File: src/design/usc_pkg.sv
`timescale 1ns / 1ps
// Shared types, constants and the month-length table for the Unix time converter.
// Used by the microcode ROM, the sequencer and the datapath; no dependencies.
package usc_pkg;

    localparam int IN_W     = 32;
    localparam int OUT_W    = 48;
    localparam int PC_W     = 4;
    localparam int DAYS_W   = 16;
    localparam int YEAR_W   = 12;

    localparam logic [YEAR_W-1:0] EPOCH_YEAR = 12'd1970;
    localparam logic [YEAR_W-1:0] NONLEAP_CENTURY = 12'd2100;
    localparam logic [IN_W-1:0]   EPOCH_WDAY_OFS  = 32'd3;

    // Reciprocals: quotient is the product shifted right by 37, 36 and 32
    localparam logic [31:0] RECIP_60 = 32'h8888_8889;
    localparam logic [31:0] RECIP_24 = 32'hAAAA_AAAB;
    localparam logic [31:0] RECIP_7  = 32'h2492_4925;

    // Operation codes
    localparam logic [3:0] OP_NOP   = 4'd0;
    localparam logic [3:0] OP_WAIT  = 4'd1;
    localparam logic [3:0] OP_DIV   = 4'd2;
    localparam logic [3:0] OP_PUT   = 4'd3;
    localparam logic [3:0] OP_WPREP = 4'd4;
    localparam logic [3:0] OP_YINIT = 4'd5;
    localparam logic [3:0] OP_YEAR  = 4'd6;
    localparam logic [3:0] OP_MONTH = 4'd7;
    localparam logic [3:0] OP_OUT   = 4'd8;

    // Divisor select
    localparam logic [1:0] DV_60 = 2'd0;
    localparam logic [1:0] DV_24 = 2'd1;
    localparam logic [1:0] DV_7  = 2'd2;

    // Destination select
    localparam logic [1:0] DST_SEC  = 2'd0;
    localparam logic [1:0] DST_MIN  = 2'd1;
    localparam logic [1:0] DST_HOUR = 2'd2;
    localparam logic [1:0] DST_WDAY = 2'd3;

    // Jump kinds
    localparam logic [1:0] JMP_NONE   = 2'd0;
    localparam logic [1:0] JMP_LOOP   = 2'd1;
    localparam logic [1:0] JMP_ALWAYS = 2'd2;

    typedef struct packed {
        logic [3:0]      op;
        logic [1:0]      arg;
        logic [1:0]      jmp;
        logic [PC_W-1:0] target;
    } t_uword;

    typedef struct packed {
        logic loop;
        logic stall;
    } t_stat;

    function automatic logic [4:0] month_len(input logic leap, input logic [3:0] month);
        logic [4:0] len;
        begin
            unique case (month)
                4'd1:                      len = leap ? 5'd29 : 5'd28;
                4'd3, 4'd5, 4'd8, 4'd10:   len = 5'd30;
                default:                   len = 5'd31;
            endcase
            return len;
        end
    endfunction

endpackage

File: src/design/unix_seconds_to_calendar_date.sv
`timescale 1ns / 1ps
// Unix seconds to calendar date converter: top level.
// Instantiates usc_ucode_rom, usc_sequencer and usc_datapath; depends on usc_pkg.
//
// Usage:
//   Slave channel takes one 32-bit count of seconds since 1970-01-01 00:00:00 per
//   transaction. Master channel returns one transaction per input with second, minute,
//   hour, weekday (1 = Monday), day, month and full year.
//   One item is in work at a time. s_axis_tready is high only while the program
//   waits at its first step. A transaction runs from acceptance to the result register
//   through four divisions (by 60, 60, 24 and 7) by reciprocal multiplication on one
//   shared multiplier, two steps each, the year and month subtract loops, and a few
//   steps of bookkeeping. The next input is taken at the earliest in the cycle after
//   the result is registered.
//   The result sits in an output register; the next input is taken while it waits.
//   If the receiver stalls, the program holds at its last step until the register
//   frees, then returns to wait for input.
//   Reset clears the step counter and the output valid; the first input may
//   arrive on the cycle after reset is released.
module unix_seconds_to_calendar_date (
    input  logic        i_clk,
    input  logic        i_rst_n,
    input  logic        s_axis_tvalid,
    output logic        s_axis_tready,
    input  logic [31:0] s_axis_tdata,  // unix_seconds[31:0]
    output logic        m_axis_tvalid,
    input  logic        m_axis_tready,
    // second_of_minute[5:0], minute_of_hour[11:6], hour_of_day[16:12], weekday[19:17],
    // day_of_month[24:20], month_of_year[28:25], full_year[40:29], zero[47:41]
    output logic [47:0] m_axis_tdata
);

    logic [usc_pkg::PC_W-1:0] pc;
    usc_pkg::t_uword          uword;
    usc_pkg::t_stat           stat;

    usc_ucode_rom u_rom (
        .i_pc    (pc),
        .o_uword (uword)
    );

    usc_sequencer u_seq (
        .i_clk   (i_clk),
        .i_rst_n (i_rst_n),
        .i_uword (uword),
        .i_stat  (stat),
        .o_pc    (pc)
    );

    usc_datapath u_dp (
        .i_clk         (i_clk),
        .i_rst_n       (i_rst_n),
        .i_uword       (uword),
        .o_stat        (stat),
        .s_axis_tvalid (s_axis_tvalid),
        .s_axis_tready (s_axis_tready),
        .s_axis_tdata  (s_axis_tdata),
        .m_axis_tvalid (m_axis_tvalid),
        .m_axis_tready (m_axis_tready),
        .m_axis_tdata  (m_axis_tdata)
    );

endmodule

File: src/design/usc_ucode_rom.sv
`timescale 1ns / 1ps
// Microcode ROM: one control word per program step of the converter.
// Depends on usc_pkg.
module usc_ucode_rom (
    input  logic [usc_pkg::PC_W-1:0] i_pc,
    output usc_pkg::t_uword          o_uword
);

    always_comb begin
        unique case (i_pc)
            4'd0:  o_uword = '{usc_pkg::OP_WAIT,  2'd0,              usc_pkg::JMP_NONE,   4'd0};
            4'd1:  o_uword = '{usc_pkg::OP_DIV,   usc_pkg::DV_60,    usc_pkg::JMP_NONE,   4'd0};
            4'd2:  o_uword = '{usc_pkg::OP_PUT,   usc_pkg::DST_SEC,  usc_pkg::JMP_NONE,   4'd0};
            4'd3:  o_uword = '{usc_pkg::OP_DIV,   usc_pkg::DV_60,    usc_pkg::JMP_NONE,   4'd0};
            4'd4:  o_uword = '{usc_pkg::OP_PUT,   usc_pkg::DST_MIN,  usc_pkg::JMP_NONE,   4'd0};
            4'd5:  o_uword = '{usc_pkg::OP_DIV,   usc_pkg::DV_24,    usc_pkg::JMP_NONE,   4'd0};
            4'd6:  o_uword = '{usc_pkg::OP_PUT,   usc_pkg::DST_HOUR, usc_pkg::JMP_NONE,   4'd0};
            4'd7:  o_uword = '{usc_pkg::OP_WPREP, 2'd0,              usc_pkg::JMP_NONE,   4'd0};
            4'd8:  o_uword = '{usc_pkg::OP_DIV,   usc_pkg::DV_7,     usc_pkg::JMP_NONE,   4'd0};
            4'd9:  o_uword = '{usc_pkg::OP_PUT,   usc_pkg::DST_WDAY, usc_pkg::JMP_NONE,   4'd0};
            4'd10: o_uword = '{usc_pkg::OP_YINIT, 2'd0,              usc_pkg::JMP_NONE,   4'd0};
            4'd11: o_uword = '{usc_pkg::OP_YEAR,  2'd0,              usc_pkg::JMP_LOOP,   4'd11};
            4'd12: o_uword = '{usc_pkg::OP_MONTH, 2'd0,              usc_pkg::JMP_LOOP,   4'd12};
            4'd13: o_uword = '{usc_pkg::OP_OUT,   2'd0,              usc_pkg::JMP_ALWAYS, 4'd0};
            default: o_uword = '{usc_pkg::OP_NOP, 2'd0,              usc_pkg::JMP_ALWAYS, 4'd0};
        endcase
    end

endmodule

File: src/design/usc_sequencer.sv
`timescale 1ns / 1ps
// Step counter of the microcoded converter: holds, advances or jumps per control word.
// Depends on usc_pkg.
module usc_sequencer (
    input  logic                     i_clk,
    input  logic                     i_rst_n,
    input  usc_pkg::t_uword          i_uword,
    input  usc_pkg::t_stat           i_stat,
    output logic [usc_pkg::PC_W-1:0] o_pc
);

    logic [usc_pkg::PC_W-1:0] r_pc;
    logic [usc_pkg::PC_W-1:0] n_pc;

    always_comb begin
        priority if (i_stat.stall) begin
            n_pc = r_pc;
        end else if (i_uword.jmp == usc_pkg::JMP_ALWAYS) begin
            n_pc = i_uword.target;
        end else if (i_uword.jmp == usc_pkg::JMP_LOOP && i_stat.loop) begin
            n_pc = i_uword.target;
        end else begin
            n_pc = r_pc + 1'b1;
        end
    end

    always_ff @(posedge i_clk) begin
        if (!i_rst_n) begin
            r_pc <= '0;
        end else begin
            r_pc <= n_pc;
        end
    end

    assign o_pc = r_pc;

endmodule

File: src/design/usc_datapath.sv
`timescale 1ns / 1ps
// Datapath of the converter: reciprocal-multiply divider, year and month subtractors,
// result register. Depends on usc_pkg; driven by control words from usc_ucode_rom.
module usc_datapath (
    input  logic                      i_clk,
    input  logic                      i_rst_n,
    input  usc_pkg::t_uword           i_uword,
    output usc_pkg::t_stat            o_stat,
    input  logic                      s_axis_tvalid,
    output logic                      s_axis_tready,
    input  logic [usc_pkg::IN_W-1:0]  s_axis_tdata,
    output logic                      m_axis_tvalid,
    input  logic                      m_axis_tready,
    output logic [usc_pkg::OUT_W-1:0] m_axis_tdata
);

    logic [31:0]                  r_acc, n_acc;
    logic [31:0]                  r_quo, n_quo;
    logic [usc_pkg::DAYS_W-1:0]   r_days, n_days;
    logic [5:0]                   r_sec, n_sec;
    logic [5:0]                   r_min, n_min;
    logic [4:0]                   r_hour, n_hour;
    logic [2:0]                   r_wday, n_wday;
    logic [usc_pkg::YEAR_W-1:0]   r_year, n_year;
    logic [3:0]                   r_month, n_month;
    logic                         r_out_valid, n_out_valid;
    logic [usc_pkg::OUT_W-1:0]    r_out_data, n_out_data;

    logic [31:0] recip;
    logic [63:0] prod;
    logic [31:0] quo;
    logic [5:0]  divisor;
    logic [5:0]  rem;
    logic        leap;
    logic [8:0]  ylen;
    logic [4:0]  mlen;
    logic        year_ge;
    logic        month_ge;
    logic        out_busy;

    assign prod     = 64'(r_acc) * 64'(recip);
    assign rem      = r_acc[5:0] - 6'(r_quo[5:0] * divisor);
    assign leap     = (r_year[1:0] == 2'b00) && (r_year != usc_pkg::NONLEAP_CENTURY);
    assign ylen     = leap ? 9'd366 : 9'd365;
    assign mlen     = usc_pkg::month_len(leap, r_month);
    assign year_ge  = (r_acc >= {23'd0, ylen});
    assign month_ge = (r_acc >= {27'd0, mlen});
    assign out_busy = r_out_valid && !m_axis_tready;

    always_comb begin
        unique case (i_uword.arg)
            usc_pkg::DV_24: recip = usc_pkg::RECIP_24;
            usc_pkg::DV_7:  recip = usc_pkg::RECIP_7;
            default:        recip = usc_pkg::RECIP_60;
        endcase
    end

    always_comb begin
        unique case (i_uword.arg)
            usc_pkg::DV_24: quo = {4'd0, prod[63:36]};
            usc_pkg::DV_7:  quo = prod[63:32];
            default:        quo = {5'd0, prod[63:37]};
        endcase
    end

    always_comb begin
        unique case (i_uword.arg)
            usc_pkg::DST_HOUR: divisor = 6'd24;
            usc_pkg::DST_WDAY: divisor = 6'd7;
            default:           divisor = 6'd60;
        endcase
    end

    always_comb begin
        n_acc       = r_acc;
        n_quo       = r_quo;
        n_days      = r_days;
        n_sec       = r_sec;
        n_min       = r_min;
        n_hour      = r_hour;
        n_wday      = r_wday;
        n_year      = r_year;
        n_month     = r_month;
        n_out_valid = r_out_valid && !m_axis_tready;
        n_out_data  = r_out_data;
        o_stat      = '{loop: 1'b0, stall: 1'b0};
        s_axis_tready = 1'b0;

        unique case (i_uword.op)
            usc_pkg::OP_WAIT: begin
                s_axis_tready = 1'b1;
                o_stat.stall  = !s_axis_tvalid;
                if (s_axis_tvalid) begin
                    n_acc = s_axis_tdata;
                end
            end
            usc_pkg::OP_DIV: begin
                n_quo = quo;
            end
            usc_pkg::OP_PUT: begin
                n_acc = r_quo;
                unique case (i_uword.arg)
                    usc_pkg::DST_SEC:  n_sec  = rem;
                    usc_pkg::DST_MIN:  n_min  = rem;
                    usc_pkg::DST_HOUR: n_hour = rem[4:0];
                    default:           n_wday = rem[2:0] + 3'd1;
                endcase
            end
            usc_pkg::OP_WPREP: begin
                n_days = r_acc[usc_pkg::DAYS_W-1:0];
                n_acc  = r_acc + usc_pkg::EPOCH_WDAY_OFS;
            end
            usc_pkg::OP_YINIT: begin
                n_acc  = {16'd0, r_days};
                n_year = usc_pkg::EPOCH_YEAR;
            end
            usc_pkg::OP_YEAR: begin
                o_stat.loop = year_ge;
                if (year_ge) begin
                    n_acc  = r_acc - {23'd0, ylen};
                    n_year = r_year + 1'b1;
                end else begin
                    n_month = '0;
                end
            end
            usc_pkg::OP_MONTH: begin
                o_stat.loop = month_ge && (r_month != 4'd11);
                if (month_ge && (r_month != 4'd11)) begin
                    n_acc   = r_acc - {27'd0, mlen};
                    n_month = r_month + 1'b1;
                end
            end
            usc_pkg::OP_OUT: begin
                o_stat.stall = out_busy;
                if (!out_busy) begin
                    n_out_valid = 1'b1;
                    n_out_data  = {7'd0, r_year, r_month + 4'd1, r_acc[4:0] + 5'd1,
                                   r_wday, r_hour, r_min, r_sec};
                end
            end
            default: begin
            end
        endcase
    end

    always_ff @(posedge i_clk) begin
        if (!i_rst_n) begin
            r_out_valid <= 1'b0;
        end else begin
            r_out_valid <= n_out_valid;
        end
    end

    always_ff @(posedge i_clk) begin
        r_acc      <= n_acc;
        r_quo      <= n_quo;
        r_days     <= n_days;
        r_sec      <= n_sec;
        r_min      <= n_min;
        r_hour     <= n_hour;
        r_wday     <= n_wday;
        r_year     <= n_year;
        r_month    <= n_month;
        r_out_data <= n_out_data;
    end

    assign m_axis_tvalid = r_out_valid;
    assign m_axis_tdata  = r_out_data;

endmodule

File: config.mk
export PLATFORM = sky130hd
export DESIGN_NAME = unix_seconds_to_calendar_date
export DESIGN_NICKNAME = d
export VERILOG_FILES = /design/src/design/usc_pkg.sv /design/src/design/unix_seconds_to_calendar_date.sv /design/src/design/usc_ucode_rom.sv /design/src/design/usc_sequencer.sv /design/src/design/usc_datapath.sv
export SDC_FILE = /design/constraint.sdc
export NUM_CORES = 2
export LEC_CHECK = 0
export BUFFER_PORTS_ARGS = -buffer_cell sky130_fd_sc_hd__clkbuf_2
export CAP_MARGIN = 20
export CORE_ASPECT_RATIO = 1.5
export CORE_UTILIZATION = 30
export CTS_BUF_LIST = sky130_fd_sc_hd__clkbuf_8
export DETAILED_ROUTE_END_ITERATION = 10
export PLACE_DENSITY = 0.47
export SLEW_MARGIN = 20
export SYNTH_ARGS = -nofsm -noshare
export SYNTH_HDL_FRONTEND = slang
export SYNTH_SLANG_ARGS = --single-unit
export TNS_END_PERCENT = 30
File: constraint.sdc
create_clock -name i_clk -period 14.97 [get_ports i_clk]
set_input_delay 0.7485 -clock i_clk [delete_from_list [all_inputs] [get_ports i_clk]]
set_output_delay 0.7485 -clock i_clk [all_outputs]
set_load 0.005 [all_outputs]
## After elaboration in Yosys (flattened, before gate mapping)

Memory sizes are Yosys's and may differ from the RTL's. A register that Yosys moved wholly into a read port is not among the register bits.
Index checks and enable logic that the tools add are counted.

- Memories kept: 1
- Input bits: 36
- Flip-flop bits (word level): 162
- ROM bits: 192
- Output and inout bits: 50

Memory list:

| memory | words | bits a word | read ports | clocked after Yosys merged registers in | wr ports | line | RTL |
|---|---|---|---|---|---|---|---|
| (name not given) | 16 | 12 | 1 | 1 | 0 | usc_ucode_rom.sv:10 | `unique case (i_pc)` |

- Bitwise logic cells: 2
- Multipliers: 2
- $add $sub $neg: 9
- Reductions and logical operators: 21
- Muxes and demuxes: 23
- Order comparisons: 2
- Equality and inequality tests: 24

Operators by type and width:

| kind | count |
|---|---|
| case mux 32 bit (6 select lines) | 1 |
| case mux 32 bit (2 select lines) | 2 |
| 2-to-1 mux 32 bit | 3 |
| multiplier 32 x 32 -> 64 bit | 1 |
| adder 32 x 2 -> 32 bit, second input constant | 1 |
| >= comparator 32 x 5 -> 1 bit | 1 |
| >= comparator 32 x 9 -> 1 bit | 1 |
| subtractor 32 x 5 -> 32 bit | 1 |
| subtractor 32 x 9 -> 32 bit | 1 |
| 2-to-1 mux 4 bit | 6 |
| case mux 12 bit (2 select lines) | 1 |
| equality test 4 x 3 -> 1 bit, second input constant | 5 |
| adder 12 x 1 -> 12 bit, second input constant | 1 |
| equality test 4 x 2 -> 1 bit, second input constant | 3 |
| equality test 4 bit, second input constant | 3 |
| 2-to-1 mux 12 bit | 1 |
| inequality test 12 bit, second input constant | 1 |
| case mux 6 bit (2 select lines) | 1 |
| AND reduction 2 bit | 6 |
| case mux 5 bit (2 select lines) | 1 |
| adder 4 x 1 -> 4 bit, second input constant | 2 |
| equality test 4 x 1 -> 1 bit, second input constant | 2 |
| case mux 4 bit (2 select lines) | 1 |
| equality test 2 bit, second input constant | 3 |
| other kinds (21) | 34 |

## Longest topological paths before layout

- Depth after elaboration: 12
- Gate-level depth with buffers: 33
- Gate-level depth less buffers: 29

## By module

From an unflattened synthesis, not the netlist that was laid out.

- Cells, all modules: 3292
- Area, all modules: 32153.3 um2

By module, submodules not included:

| module | cells each | times used | area each (um2) |
|---|---|---|---|
| usc_datapath | 3224 | 1 | 31632.8 |
| usc_sequencer | 32 | 1 | 262.8 |
| usc_ucode_rom | 36 | 1 | 257.7 |

## Worst setup path after synthesis

Ideal clock, no wire load.

- Kind: register -> register
- Start point: register u_rom.o_uword[6] (netlist name)
- End point: register u_dp.r_quo[15], data pin
- Data required time: 14709 ps
- Buffers on the path: 4
- Cell stages (with the launch flop): 28
- Path slack: 6839 ps
- Data arrival time: 7870 ps
- Cell sequence: dfxtp_1 > inv_1 > ha_1 > clkbuf_1 > clkbuf_1 > clkbuf_1 > clkbuf_1 > nor2b_1 > ha_1 > fa_1 > fa_1 > inv_1 > fa_1 > inv_1 > fa_1 > fa_1 > fa_1 > fa_1 > ha_1 > nand4_1 > or3_1 > a2111oi_1 > o21bai_1 > or2_2 > a41oi_1 > xnor2_1 > a221oi_1 > nor2_1

- Cells in the longest elaborated chain, start to end: 4
- Elaborated cells on any way between the ends: 5
- Those cells by class: 1 x mul; 2 x eq/ne; 2 x mux

Ends and longest elaborated chain:

| item | line | RTL |
|---|---|---|
| equality test 2 bit or equality test 2 x 1 -> 1 bit (tied branches) | usc_datapath.sv:51, usc_datapath.sv:59 |  |
| case mux 32 bit (2 select lines) | usc_datapath.sv:51 | `unique case (i_uword.arg)` |
| multiplier 32 x 32 -> 64 bit | usc_datapath.sv:41 | `assign prod = 64'(r_acc) * 64'(recip);` |
| case mux 32 bit (2 select lines) (*) | usc_datapath.sv:59 | `unique case (i_uword.arg)` |
| net u_dp.quo[15] | usc_datapath.sv:31 | `logic [31:0] quo;` |
| to (signal assigned) | usc_datapath.sv:156 | `r_quo <= n_quo;` |
| to (decl) | usc_datapath.sv:18 | `logic [31:0] r_quo, n_quo;` |

The timed path passes the listed nets; every way through them passes the cells marked *.
A chain may end at the register's enable or synchronous reset.

## Worst setup path in the final report

- Start point: register u_rom.o_uword[6] (netlist name)
- End point: register u_dp.r_quo[16], data pin

- Cells in the longest elaborated chain, start to end: 4
- Elaborated cells on any way between the ends: 5
- Those cells by class: 1 x mul; 2 x eq/ne; 2 x mux

Ends and longest elaborated chain:

| item | line |
|---|---|
| equality test 2 bit or equality test 2 x 1 -> 1 bit (tied branches) | usc_datapath.sv:51, usc_datapath.sv:59 |
| case mux 32 bit (2 select lines) | usc_datapath.sv:51 |
| multiplier 32 x 32 -> 64 bit | usc_datapath.sv:41 |
| case mux 32 bit (2 select lines) (*) | usc_datapath.sv:59 |
| net u_dp.quo[16] | usc_datapath.sv:31 |

Marks and branches as above.

==> results.tsv <==
stage	metric	value	unit
run_status	run status	completed	
global_routing	gr usage total	0.211	
route	Total Routed Length	111000	µm
worst_setup_path	Crit Path Max Fanout	42	
yosys	synthesized flop and latch total	172	
yosys	main combinational cell family by area after synthesis	adder cells	
timing	Setup TNS	0	ns
timing	final setup fails	0	
die	Boundary Pins	86	
route	Antenna Nets Post-Route	0	
timing	Worst Skew	0.0169	ns
clock_tree	CTS tree	done	
yosys	Compound-Gate Fraction of Synth Area	0.0904	
yosys	simple-gate share of the synthesized area	0.106	
worst_hold_path	HP Class	flop to flop	
route	Avg WL per Cell	23.5	µm
clock_tree	H-tree levels	4	
clock_tree	hold_buf cts	0	
route	DRC Markers	0	
die	row count	146	
clock_tree	Clock Tree Buf Depth	2	
yosys	post-synthesis cell count	3275	
route	DR vias	23100	
clock_tree	total setup buffers inserted after CTS	0	
timing	fin crit period	9.42	ns
yosys	Post-Synth Adder-Cell Area	0.490	
yosys	Post-synth EDFFs	157	
clock_tree	clk root buf	clkbuf_8	
timing	Pins Over Slew Limit	0	
route	DR iter-0 viols	1319	
yosys	sequential fraction of the synthesis area	0.156	
yosys	area share of the largest cell type after synthesis	0.331	
flow_run	Max-cap violations	0	
die	Initial Utilization	0.303	
clock_tree	CTS buffer count	17	
yosys	Ys Warns	0	
cells_and_area	layout cells sized above 1	0.0590	
placement	placer congestion estimate	0.920	
yosys	largest area contributor in the netlist	fa_1	
cells_and_area	area grow syn2layout	7.82	%
clock_tree	Clk Latency, worst-skew pair	0.51	ns
die	core region area	0.106	mm²
global_routing	number of global-route vias before repair	25300	
timing	setup repair after global routing missed its margin	no	
cells_and_area	nets	4283	
yosys	Post-Synth XOR/XNOR Area	0.0584	
route	drt pass-1 iters	7	
clock_tree	post_cts resized	0	
worst_setup_path	Worst Path Class, Setup	flop to flop	
timing	Tcrit/Tclk final	0.629	
die	Die Width	269	µm
global_routing	gr ovfl total	0	
worst_setup_path	CP arrival	9.77	ns
route	DR vias/cell	4.89	
worst_setup_path	required time of the critical path	15.32	ns
worst_hold_path	Hold Crit Start	u_dp.r_sec[4]	
timing	max_slew headroom	0.317	
cells_and_area	most common cell after layout, fill and taps aside	inv_1	
clock_tree	clock sinks	172	
clock_tree	CTS clock-pin slew for the worst setup and hold paths	0.11	ns
worst_setup_path	CP Launch Type	flop	
yosys	Main synth FF type	edfxtp_1	
yosys	mux cell area share after synthesis	0.00285	
yosys	Area contributors post-synth	fa_1 (33%), ha_1 (16%), edfxtp_1 (15%)	
yosys	Mapped Area	0.0321	mm²
placement	post-DP HPWL	98000	µm
worst_setup_path	CP Launch Point	u_rom.o_uword[6]	
timing	Hold Vio Cnt, Final	0	
yosys	count of different cell masters after synthesis	81	
die	Die ar.	0.108	mm²
global_routing	first-pass GRT wire length	165000	µm
timing	Worst Tran Pin Value	1.02	ns
placement	Port Buffers	78	
yosys	share of synthesized registers carrying an async set or reset	0	
worst_setup_path	Crit Reg-Reg Startpoint	u_rom.o_uword[6]	
cells_and_area	most frequent cells in the layout	inv_1 (686), fa_1 (530), ha_1 (403), nand2_1 (190), nor2_1 (177)	
yosys	synthesized area per cell	9.79	µm²
worst_setup_path	Critical Path End Type	flop	
die	Die Height	402	µm
timing	FMAX	0.106	GHz
global_routing	largest net degree at the start of global routing	56	
global_routing	initial antenna violation count	0	
-- through the flow --
| step | cells | hold WS (ns) | util | setup slack (ns) | instance area [µm²] |
|---|---|---|---|---|---|
| floorplan | 3281 | 0.400 | - | 6.84 | 32100 |
| global placement | 4697 | 0.403 | 0.323 | 5.25 | 34200 |
| detailed placement | 4698 | 0.405 | 0.323 | 5.04 | 34200 |
| CTS | 4729 | 0.428 | 0.327 | 5.01 | 34600 |
| global route | 4729 | 0.435 | 0.327 | 5.14 | 34600 |
| finish | 4730 | 0.425 | 0.327 | 5.55 | 34600 |
-- metal layers --
metal | share of wire | track usage
met2 | 0.54 | 0.396
met3 | 0.027 | 0.0182
met4 | 0.087 | 0.150
met1 | 0.35 | 0.217
met5 | 0 | 0
-- final timing paths --
check	to	slack [ns]	cells after the start
max reg2reg	u_dp.r_quo[16]	5.55	24
min reg2reg	u_dp.m_axis_tdata[4]	0.42	0
max	u_dp.r_quo[16]	5.55	24
min	u_dp.m_axis_tdata[4]	0.42	0
-- critical path, stage by stage, from the launching register on --
cell      delay, ns
dfxtp_1        0.38
inv_1          0.12
ha_2           0.61
buf_4          0.61
nor2b_1        0.19
ha_1           0.43
fa_1           0.46
fa_1           0.64
inv_1          0.10
fa_1           0.56
inv_1          0.06
fa_1           0.48
fa_1           0.76
fa_1           0.51
fa_1           0.44
ha_1           0.36
and2_1         0.24
a221oi_1       0.31
a41oi_1        0.08
a31oi_1        0.50
o21bai_1       0.27
a31oi_1        0.39
mux2i_1        0.32
nand4_1        0.17
a31oi_1        0.22
-- synthesized netlist by cell type, types with 18 or more instances --
library cell and n:
inv_1 686, fa_1 530, ha_1 406, nand2_1 190, nor2_1 179, edfxtp_1 157
xnor2_1 120, a21oi_1 110, o21ai_0 103, xor2_1 94, clkbuf_1 91, and2_1 71
nand3_1 52, a21o_1 40, and3_1 37, nor2b_1 33, nand4_1 27, nor3_1 27
a221oi_1 21, a31oi_1 21, o21bai_1 20, nand2b_1 18
-- state kept, by name, summed over array words and instances (netlist names) --
| signal | count |
|---|---|
| u_dp.r_min | 6 |
| u_dp.r_wday | 3 |
| u_dp.m_axis_tdata | 41 |
| u_dp.r_hour | 5 |
| u_rom.o_uword | 10 |
| u_dp.r_quo | 32 |
| u_dp.r_month | 4 |
| u_dp.r_sec | 6 |
| u_seq.o_pc | 4 |
| u_dp.r_days | 16 |
| u_dp.m_axis_tvalid | 1 |
| u_dp.r_acc | 32 |
| u_dp.r_year | 12 |
-- cell families (layout without fill, tap and decap cells) --
logic type / count (synthesis) / after routing
other cells: 1 / 8
flops: 172 / 172
xor+xnor: 214 / 214
compound gates: 442 / 442
fa+ha+maj: 940 / 940
buf+inv: 803 / 845
simple gates: 694 / 694
mux: 9 / 9
-- layout make-up --
| cell class | count | area (µm²) |
|---|---|---|
| Fill cell | 11000 | 71200 |
| Multi-Input combinational cell | 2306 | 24100 |
| Sequential cell | 172 | 5010 |
| Inverter | 688 | 2580 |
| Tap cell | 1406 | 1760 |
| Timing Repair Buffer | 126 | 771 |
| Clock buffer | 17 | 234 |
| Clock inverter | 14 | 151 |
| Antenna cell | 1 | 2.50 |
Power is not shown: default switching activity piles up to over one toggle a cycle in this logic, so the estimate is an artifact.
